`config.mk`:
```
export PLATFORM = sky130hd
export DESIGN_NAME = ir_sensor_normalizer
export DESIGN_NICKNAME = d
export VERILOG_FILES = /design/src/sv/irn_pkg.sv /design/src/sv/ir_sensor_normalizer.sv /design/src/sv/irn_front.sv /design/src/sv/irn_back.sv
export VERILOG_INCLUDE_DIRS = /design/src /design/src/sv
export SDC_FILE = /design/constraint.sdc
export NUM_CORES = 2
export LEC_CHECK = 0
export ABC_AREA = 1
export BUFFER_PORTS_ARGS = -buffer_cell sky130_fd_sc_hd__buf_2
export CORE_ASPECT_RATIO = 1.1
export CORE_MARGIN = 4
export CORE_UTILIZATION = 40
export CTS_CLUSTER_DIAMETER = 60
export DETAILED_ROUTE_END_ITERATION = 7
export GPL_TIMING_DRIVEN = 1
export PLACE_DENSITY = 0.54
export SLEW_MARGIN = 10
export SYNTH_ARGS = -nofsm -noshare
export SYNTH_HDL_FRONTEND = slang
export SYNTH_SLANG_ARGS = --single-unit
```
`constraint.sdc`:
```
create_clock -name clock -period 27.6 [get_ports clock]
set_input_delay 1.38 -clock clock [delete_from_list [all_inputs] [get_ports clock]]
set_output_delay 1.38 -clock clock [all_outputs]
set_load 0.01 [all_outputs]
```
`src/sv/ir_sensor_normalizer_defines.svh`:
```
// Assertion macros for the file that checks this block.
`ifndef IR_SENSOR_NORMALIZER_DEFINES_SVH
`define IR_SENSOR_NORMALIZER_DEFINES_SVH

// Asserts that a condition implies a consequence in the same cycle.
`define IRN_ASSERT_IMPL(label, cond, cons, msg) \
   label: assert property (@(posedge clock) disable iff (reset) (cond) |-> (cons)) \
      else $error(msg);

// Asserts that a condition implies a consequence in the next cycle.
`define IRN_ASSERT_NEXT(label, cond, cons, msg) \
   label: assert property (@(posedge clock) disable iff (reset) (cond) |=> (cons)) \
      else $error(msg);

`endif

```
`src/sv/irn_pkg.sv`:
```
package irn_pkg;

   localparam int FracBits = 8;
   localparam int ValW = 12 + FracBits;
   localparam int CalibSamples = 32;
   localparam int AttW = $clog2(CalibSamples + 1);
   localparam int SumW = 12 + AttW;
   localparam int ScaleW = 24;
   localparam int ProdW = 2 * ValW;
   localparam int AccW = ValW + 10;
   localparam int DivCntW = $clog2(ProdW + 1);
   localparam int QDepth = 2;

   localparam logic [1:0] REG_FILTER_ENABLE = 2'd0;
   localparam logic [1:0] REG_SMOOTHING_GAIN = 2'd1;
   localparam logic [1:0] REG_SAMPLE_OFFSET = 2'd2;
   localparam logic [1:0] REG_NOMINAL_REFERENCE = 2'd3;

   localparam logic [ValW-1:0] REF_RESET_RIGHT = ValW'(2900) << FracBits;
   localparam logic [ValW-1:0] REF_RESET_LEFT = ValW'(2700) << FracBits;

   // Classified item passed from the front part to the back part.
   typedef struct packed {
      logic            channel;
      logic [11:0]     adj;
      logic            read_failed;
      logic            calibrate;
   } work_type;

   typedef struct packed {
      logic               out_channel;
      logic               channel_valid;
      logic [11:0]        offset_removed;
      logic [ValW-1:0]    smoothed;
      logic [ScaleW-1:0]  normalized;
      logic [ValW-1:0]    current_reference;
      logic               calibration_done;
   } result_type;

endpackage

```
`src/sv/ir_sensor_normalizer.sv`:
```
// Two-channel IR sample normalizer. Each item carries a channel, a 12-bit
// sample, a read-failure flag and a calibrate flag, and yields exactly one
// result that shows the channel's state after the item. Items enter a
// two-entry queue at up to one per cycle while not full; the back end then
// takes one item at a time. A failed sample or an ordinary calibration
// sample goes straight to the result; a normal sample is multiplied, then
// divided when the reference is above 1.0, and stored; the item that ends a
// calibration run first divides for the new reference (skipped when no read
// was valid), then goes on as a normal sample. The 40-step bit-serial divider
// forms filter * nominal / reference and the calibration average.
// Configuration registers must be written only while the block is idle.
`include "ir_sensor_normalizer_defines.svh"

module ir_sensor_normalizer (
   input  logic                         clock,
   input  logic                         reset,
   input  logic                         req_push,
   output logic                         full,
   input  logic                         req_channel,
   input  logic [11:0]                  req_sample,
   input  logic                         req_read_failed,
   input  logic                         req_calibrate,
   output logic                         empty,
   input  logic                         pop,
   output logic                         rsp_out_channel,
   output logic                         rsp_channel_valid,
   output logic [11:0]                  rsp_offset_removed,
   output logic [irn_pkg::ValW-1:0]     rsp_smoothed,
   output logic [irn_pkg::ScaleW-1:0]   rsp_normalized,
   output logic [irn_pkg::ValW-1:0]     rsp_current_reference,
   output logic                         rsp_calibration_done,
   input  logic                         csr_valid,
   output logic                         csr_ready,
   input  logic [1:0]                   csr_index,
   input  logic [31:0]                  csr_data
);

   // Configuration registers, written by index.
   logic                      fen_ff;
   logic [8:0]                gain_ff;
   logic [11:0]               off_ff;
   logic [irn_pkg::ValW-1:0]  nom_ff;

   logic                 work_valid, work_take, res_valid;
   irn_pkg::work_type    work_data;
   irn_pkg::result_type  res_data;

   assign csr_ready = 1'b1;

   always_ff @(posedge clock) begin
      if (reset) begin
         fen_ff <= 1'b0;
         gain_ff <= 9'd64;
         off_ff <= '0;
         nom_ff <= irn_pkg::ValW'(716800);
      end else if (csr_valid) begin
         case (csr_index)
            irn_pkg::REG_FILTER_ENABLE: fen_ff <= csr_data[0];
            irn_pkg::REG_SMOOTHING_GAIN: gain_ff <= csr_data[8:0];
            irn_pkg::REG_SAMPLE_OFFSET: off_ff <= csr_data[11:0];
            irn_pkg::REG_NOMINAL_REFERENCE: nom_ff <= csr_data[irn_pkg::ValW-1:0];
            default: ;
         endcase
      end
   end

   // The front part removes the offset and queues the classified item.
   irn_front u_front (
      .clock(clock), .reset(reset),
      .req_push(req_push), .req_full(full),
      .req_channel(req_channel), .req_sample(req_sample),
      .req_read_failed(req_read_failed), .req_calibrate(req_calibrate),
      .sample_offset(off_ff),
      .work_valid(work_valid), .work_take(work_take), .work_data(work_data)
   );

   // The back part updates channel state and holds the result register.
   irn_back u_back (
      .clock(clock), .reset(reset),
      .work_valid(work_valid), .work_take(work_take), .work_data(work_data),
      .filter_enable(fen_ff), .smoothing_gain(gain_ff),
      .nominal_reference(nom_ff),
      .res_valid(res_valid), .res_take(pop), .res_data(res_data)
   );

   assign empty = !res_valid;
   assign rsp_out_channel = res_data.out_channel;
   assign rsp_channel_valid = res_data.channel_valid;
   assign rsp_offset_removed = res_data.offset_removed;
   assign rsp_smoothed = res_data.smoothed;
   assign rsp_normalized = res_data.normalized;
   assign rsp_current_reference = res_data.current_reference;
   assign rsp_calibration_done = res_data.calibration_done;

   // A channel without a value never shows a nonzero normalized level.
   `IRN_ASSERT_IMPL(a_norm_needs_valid, !empty && !rsp_channel_valid, rsp_normalized == '0, "norm")
   // A waiting result stays on the ports until it is taken.
   `IRN_ASSERT_NEXT(a_rsp_holds, !empty && !pop, !empty && $stable(rsp_smoothed), "rsp held")
   // The back end only takes an item that the queue holds.
   `IRN_ASSERT_IMPL(a_front_hands_off, work_take, work_valid, "take from empty queue")

endmodule

```
`src/sv/irn_front.sv`:
```
module irn_front (
   input  logic                 clock,
   input  logic                 reset,
   input  logic                 req_push,
   output logic                 req_full,
   input  logic                 req_channel,
   input  logic [11:0]          req_sample,
   input  logic                 req_read_failed,
   input  logic                 req_calibrate,
   input  logic [11:0]          sample_offset,
   output logic                 work_valid,
   input  logic                 work_take,
   output irn_pkg::work_type    work_data
);

   irn_pkg::work_type q_ff [irn_pkg::QDepth];
   logic              rd_ff, wr_ff;
   logic [1:0]        cnt_ff;
   logic              push_ok, pop_ok;
   irn_pkg::work_type w;

   assign req_full = (cnt_ff == 2'(irn_pkg::QDepth));
   assign push_ok = req_push && !req_full;
   assign pop_ok = work_take && work_valid;
   assign work_valid = (cnt_ff != 2'd0);
   assign work_data = q_ff[rd_ff];

   always_comb begin
      w.channel = req_channel;
      w.adj = (req_sample > sample_offset) ? req_sample - sample_offset : 12'd0;
      w.read_failed = req_read_failed;
      w.calibrate = req_calibrate;
   end

   always_ff @(posedge clock) begin
      if (reset) begin
         rd_ff <= 1'b0;
         wr_ff <= 1'b0;
         cnt_ff <= 2'd0;
      end else begin
         if (push_ok) wr_ff <= !wr_ff;
         if (pop_ok) rd_ff <= !rd_ff;
         cnt_ff <= cnt_ff + 2'(push_ok) - 2'(pop_ok);
      end
      if (push_ok) q_ff[wr_ff] <= w;
   end

endmodule

```
`src/sv/irn_back.sv`:
```
module irn_back (
   input  logic                        clock,
   input  logic                        reset,
   input  logic                        work_valid,
   output logic                        work_take,
   input  irn_pkg::work_type           work_data,
   input  logic                        filter_enable,
   input  logic [8:0]                  smoothing_gain,
   input  logic [irn_pkg::ValW-1:0]    nominal_reference,
   output logic                        res_valid,
   input  logic                        res_take,
   output irn_pkg::result_type         res_data
);

   typedef enum logic [2:0] {
      S_IDLE, S_UPDATE, S_MUL, S_DIV, S_STORE, S_OUT
   } state_type;

   state_type state_ff;
   irn_pkg::work_type wk_ff;
   logic [irn_pkg::ValW-1:0]    filt_ff [2];
   logic                        vld_ff [2];
   logic [11:0]                 last_ff [2];
   logic [irn_pkg::ScaleW-1:0]  scl_ff [2];
   logic [irn_pkg::ValW-1:0]    ref_ff [2];
   logic [irn_pkg::SumW-1:0]    sum_ff [2];
   logic [irn_pkg::AttW-1:0]    att_ff [2];
   logic [irn_pkg::AttW-1:0]    good_ff [2];
   logic [irn_pkg::ProdW-1:0]   num_ff;
   logic [irn_pkg::ProdW-1:0]   den_ff;
   logic [irn_pkg::ProdW-1:0]   quo_ff;
   logic [irn_pkg::ProdW-1:0]   rem_ff;
   logic [irn_pkg::DivCntW-1:0] cnt_ff;
   logic          calib_ff;
   logic          done_ff;
   irn_pkg::result_type out_ff;
   logic          res_valid_ff;

   logic          c;
   logic [8:0]    a;
   logic [irn_pkg::AccW-1:0]   acc;
   logic [irn_pkg::ProdW:0]    rem_sh;
   logic [irn_pkg::ProdW:0]    rem_sub;
   logic [irn_pkg::ValW-1:0]   x;
   logic [irn_pkg::AttW-1:0]   att_nx;
   logic [irn_pkg::AttW-1:0]   good_nx;
   logic [irn_pkg::SumW-1:0]   sum_nx;
   logic [irn_pkg::ValW-1:0]   one;
   logic          out_load;

   assign c = wk_ff.channel;
   assign work_take = (state_ff == S_IDLE) && work_valid;
   assign res_valid = res_valid_ff;
   assign res_data = out_ff;
   assign out_load = (state_ff == S_OUT) && (!res_valid_ff || res_take);
   assign a = (smoothing_gain > 9'd256) ? 9'd256 : smoothing_gain;
   assign x = {wk_ff.adj, {irn_pkg::FracBits{1'b0}}};
   assign acc = irn_pkg::AccW'(9'd256 - a) * irn_pkg::AccW'(filt_ff[c])
                + irn_pkg::AccW'(a) * irn_pkg::AccW'(x)
                + irn_pkg::AccW'(128);
   assign rem_sh = {rem_ff, num_ff[irn_pkg::ProdW-1]};
   assign rem_sub = rem_sh - {1'b0, den_ff};
   assign att_nx = att_ff[c] + 1'b1;
   assign good_nx = good_ff[c] + irn_pkg::AttW'(!wk_ff.read_failed);
   assign sum_nx = sum_ff[c] + (wk_ff.read_failed ? '0 : irn_pkg::SumW'(wk_ff.adj));
   assign one = irn_pkg::ValW'(1) << irn_pkg::FracBits;

   always_ff @(posedge clock) begin
      if (reset) begin
         state_ff <= S_IDLE;
         res_valid_ff <= 1'b0;
         for (int i = 0; i < 2; i++) begin
            filt_ff[i] <= '0;
            vld_ff[i] <= 1'b0;
            last_ff[i] <= '0;
            scl_ff[i] <= '0;
            sum_ff[i] <= '0;
            att_ff[i] <= '0;
            good_ff[i] <= '0;
         end
         ref_ff[0] <= irn_pkg::REF_RESET_RIGHT;
         ref_ff[1] <= irn_pkg::REF_RESET_LEFT;
      end else begin
         if (out_load) res_valid_ff <= 1'b1;
         else if (res_take) res_valid_ff <= 1'b0;
         case (state_ff)
            S_IDLE: begin
               if (work_valid) begin
                  wk_ff <= work_data;
                  state_ff <= S_UPDATE;
               end
            end
            S_UPDATE: begin
               if (wk_ff.calibrate) begin
                  if (att_nx >= irn_pkg::AttW'(irn_pkg::CalibSamples)) begin
                     sum_ff[c] <= '0;
                     att_ff[c] <= '0;
                     good_ff[c] <= '0;
                     done_ff <= 1'b1;
                     calib_ff <= 1'b1;
                     num_ff <= irn_pkg::ProdW'({sum_nx, {irn_pkg::FracBits{1'b0}}})
                               + irn_pkg::ProdW'(good_nx >> 1);
                     den_ff <= irn_pkg::ProdW'(good_nx);
                     rem_ff <= '0;
                     cnt_ff <= irn_pkg::DivCntW'(irn_pkg::ProdW);
                     state_ff <= (good_nx == '0) ? S_STORE : S_DIV;
                  end else begin
                     sum_ff[c] <= sum_nx;
                     att_ff[c] <= att_nx;
                     good_ff[c] <= good_nx;
                     done_ff <= 1'b0;
                     state_ff <= S_OUT;
                  end
               end else if (!wk_ff.read_failed) begin
                  last_ff[c] <= wk_ff.adj;
                  vld_ff[c] <= 1'b1;
                  if (!vld_ff[c] || !filter_enable) filt_ff[c] <= x;
                  else filt_ff[c] <= acc[irn_pkg::ValW+7:8];
                  done_ff <= 1'b0;
                  calib_ff <= 1'b0;
                  state_ff <= S_MUL;
               end else begin
                  done_ff <= 1'b0;
                  state_ff <= S_OUT;
               end
            end
            S_MUL: begin
               num_ff <= filt_ff[c] * nominal_reference;
               den_ff <= irn_pkg::ProdW'(ref_ff[c]);
               rem_ff <= '0;
               cnt_ff <= irn_pkg::DivCntW'(irn_pkg::ProdW);
               state_ff <= (ref_ff[c] > one) ? S_DIV : S_STORE;
            end
            S_DIV: begin
               if (rem_sh >= {1'b0, den_ff}) begin
                  rem_ff <= rem_sub[irn_pkg::ProdW-1:0];
                  quo_ff <= {quo_ff[irn_pkg::ProdW-2:0], 1'b1};
               end else begin
                  rem_ff <= rem_sh[irn_pkg::ProdW-1:0];
                  quo_ff <= {quo_ff[irn_pkg::ProdW-2:0], 1'b0};
               end
               num_ff <= num_ff << 1;
               cnt_ff <= cnt_ff - 1'b1;
               if (cnt_ff == irn_pkg::DivCntW'(1)) state_ff <= S_STORE;
            end
            S_STORE: begin
               if (calib_ff) begin
                  ref_ff[c] <= (den_ff == '0) ? '0 : quo_ff[irn_pkg::ValW-1:0];
                  calib_ff <= 1'b0;
                  state_ff <= S_MUL;
               end else begin
                  if (!vld_ff[c]) scl_ff[c] <= '0;
                  else if (ref_ff[c] > one) begin
                     scl_ff[c] <= (quo_ff > irn_pkg::ProdW'({irn_pkg::ScaleW{1'b1}}))
                                  ? '1 : quo_ff[irn_pkg::ScaleW-1:0];
                  end else scl_ff[c] <= irn_pkg::ScaleW'(filt_ff[c]);
                  state_ff <= S_OUT;
               end
            end
            S_OUT: begin
               if (out_load) begin
                  out_ff.out_channel <= c;
                  out_ff.channel_valid <= vld_ff[c];
                  out_ff.offset_removed <= last_ff[c];
                  out_ff.smoothed <= filt_ff[c];
                  out_ff.normalized <= scl_ff[c];
                  out_ff.current_reference <= ref_ff[c];
                  out_ff.calibration_done <= done_ff;
                  state_ff <= S_IDLE;
               end
            end
            default: state_ff <= S_IDLE;
         endcase
      end
   end

endmodule
```
==> impl_results.md <==
- Critical-path top delay cell: dfxtp_1
- Final period util: 38.2%
- Kind of end point of the critical path: flop
- Core area: 126,000 um2
- Max Buffers Root-to-Sink: 3
- Yosys cell types: 55
- GR Util All Layers: 22.5%
- RSZ-0062 raised after global routing: no
- Max Slew Vio Count: 0
- H-tree depth: 3
- Clock skew: 0.0404 ns
- Endpoints failing setup: 0
- Drt total wl: 148,000 um
- Synth Cell Area: 50,800 um2
- 1st-pass router iterations: 5
- GR Overflow Total: 0
- EDFF count, synth: 484
- Layout cells sized above 1: 6.57%
- Gpl congestion: 0.909
- Maximum clock rate: 94.8 MHz
- Hold Fails Final Rpt: 0
- # hold bufs at CTS: 0
- Ports: 136
- Pin slew with the least headroom to its limit: 1.13 ns
- Area growth from synthesis to layout: 9.55%
- Port bufs: 122
- Post-Syn Instances: 5,784
- Post-CTS setup buffer count: 0
- # rows: 136
- Mapped Avg Cell Area: 8.78 um2
- CTS buffer count: 66
- Final-layout fill cell count: 12,500
- WL/cell: 19.4 um
- FF-to-FF setup slack: 17.05 ns
- Worst path bufs/invs: 9
- Post-synth top flop: edfxtp_1
- Worst-path fanout max: 15
- WP data required: 27.98 ns
- Status: completed
- Clk_lat worst skew: 0.66 ns
- Cts repair resizes: 0
- Vias per inst: 5.03
- N_diodes: 0
- Die Y: 382 um
- Slowest Stage Delay on Critical Path: 0.73 ns
- Largest delay contributor family on the critical path: adder cells
- Max cap viols: 0
- Hold Path Class: reg -> reg
- Die Width: 348 um
- Worst path arrival time: 10.92 ns
- Die area: 133,000 um2
- Setup Crit Path Kind: reg -> reg
- Initial antenna violation count: 2
- Final min period: 10.55 ns
- CTS tree: built
- Worst-path clk slew: 0.06 ns
- Clk sink count: 536
- Initial Util: 40.4%
- Routed via count: 38,300
- Largest net degree at the start of global routing: 122
- Final setup TNS: 0 ns
- Yosys warns: 0
- Drc violations: 0
- FFs w/ async S/R, synth: 0%
- Slew margin rel.: 24.3%
- DRT iter0 DRCs: 2,297
- Crit path launch type: flop
- DPL Wire Length: 114,000 um
- First-pass GRT wire length: 230,000 um
- Seq/Total Area, Yosys: 30.7%
- Vias in the first global route: 39,500
- Seq cells post-synth: 536
- Crit-path most repeated cell: fa_1
- ANT nets after route: 0
- Nets: 6,937
- Root buf cell: clkbuf_16
## layer usage
layer | vias up | part of all wire [%] | global-route usage (%)
met5 | - | 0 | 0
met4 | 0 | 3.4 | 7.54
met3 | 171 | 4.5 | 2.27
met2 | 910 | 50 | 40.0
met1 | 19100 | 42 | 28.9
li1 | 18100 | - | -
## cells by family after synthesis
kind of cell | share of synthesized area [%]
other | 0.0148
AND/OR/NAND/NOR | 18.0
AO/OA/AOI/OAI | 6.30
adder cells (fa/ha/maj) | 33.3
multiplexers | 0.138
flip-flops | 30.7
buffers and inverters | 10.1
XOR/XNOR | 1.58
## registers in the layout, summed over array words and instances, names as in the netlist, 14 cells and up
signal,cells
nom_ff,20
u_back.den_ff,20
u_front.q_ff,30
u_back.filt_ff,40
u_back.res_data,79
u_back.quo_ff,40
u_back.rem_ff,40
u_back.sum_ff,36
u_back.last_ff,24
u_back.ref_ff,40
u_back.num_ff,40
u_back.wk_ff,14
u_back.scl_ff,48
## Yosys cell counts (all sizes together), types with 49 or more instances
cell type | count | area, um2
nand2 | 1268 | 4810
inv | 1136 | 4260
nor2 | 677 | 2540
fa | 643 | 12900
edfxtp | 484 | 14500
ha | 321 | 4020
a21oi | 262 | 1310
o21ai | 212 | 1060
clkbuf | 146 | 548
nand3 | 136 | 686
or2 | 60 | 375
dfxtp | 52 | 1040
xor2 | 51 | 447
nor3 | 49 | 255
## cell usage in the layout (no fill, tap or decap), types with 4 or more instances in the layout
master,netlist,routed
clkbuf_1,146,9
o21bai_1,9,9
nor2_1,676,672
a21oi_1,262,262
clkinv_1,15,23
fa_1,643,643
o21a_1,12,12
nand2_2,20,22
nor3b_1,4,4
nand3b_1,6,6
nor3_1,47,46
o211ai_1,32,32
nand2_1,1248,1246
xnor2_1,39,39
dfxtp_1,52,52
clkinv_4,0,4
a21o_1,12,12
or2_2,55,55
buf_4,3,65
inv_1,1123,1122
bufinv_16,0,5
nand4_1,32,32
edfxtp_1,484,484
xor2_1,51,51
a31oi_1,23,23
o21ai_0,204,204
buf_2,19,122
mux2i_1,7,7
ha_1,321,321
clkinv_2,0,12
inv_2,13,13
a211oi_1,6,6
conb_1,2,71
nor4_1,19,19
nand3_1,135,135
clkbuf_16,0,66
o21ai_1,7,7
## metrics by stage
step | instances | hold WS [ns] | utilization, % | cell area (um2) | setup slack [ns]
after detailed placement | 7507 | 0.410 | 42.6 | 53500 | 17.10
final | 7623 | 0.429 | 44.3 | 55600 | 17.05
after floorplan | 5853 | 0.400 | - | 51000 | 11.49
after CTS | 7623 | 0.426 | 44.3 | 55600 | 17.04
after global routing | 7623 | 0.424 | 44.3 | 55600 | 16.48
after global placement | 7507 | 0.408 | 42.6 | 53500 | 17.10
## worst reg2reg max path, delay by kind of cell (launching register included)
kind / cells / cell delay (ns)
DFF: 1 / 0.73
buffers and inverters: 9 / 0.92
AOI/OAI and AO/OA: 3 / 0.46
xor gates and xnor gates: 1 / 0.12
adders and majority gates: 12 / 5.81
and+or+nand+nor: 13 / 2.24
## area by class of cell
| cell class | count | area, um2 | share of cell area [%] |
|---|---|---|---|
| Tap cell | 1656 | 2070 | 3.72 |
| Clock buffer | 75 | 1690 | 3.03 |
| Sequential cell | 536 | 15600 | 28.0 |
| Multi-Input combinational cell | 3976 | 30400 | 54.6 |
| Inverter | 1151 | 4320 | 7.77 |
| Clock inverter | 41 | 477 | 0.857 |
| Timing Repair Buffer | 188 | 1120 | 2.01 |
## worst paths after layout
kind | from | end | cells after the start
setup / recovery | gain_ff[8] | u_back.filt_ff[1][19] | 38
hold reg to reg | u_back.done_ff | u_back.res_data[0] | 0
hold / removal | u_back.done_ff | u_back.res_data[0] | 0
setup reg to reg | gain_ff[8] | u_back.filt_ff[1][19] | 38
Power is not shown: default switching activity piles up to over one toggle a cycle in this logic, so the estimate is an artifact.
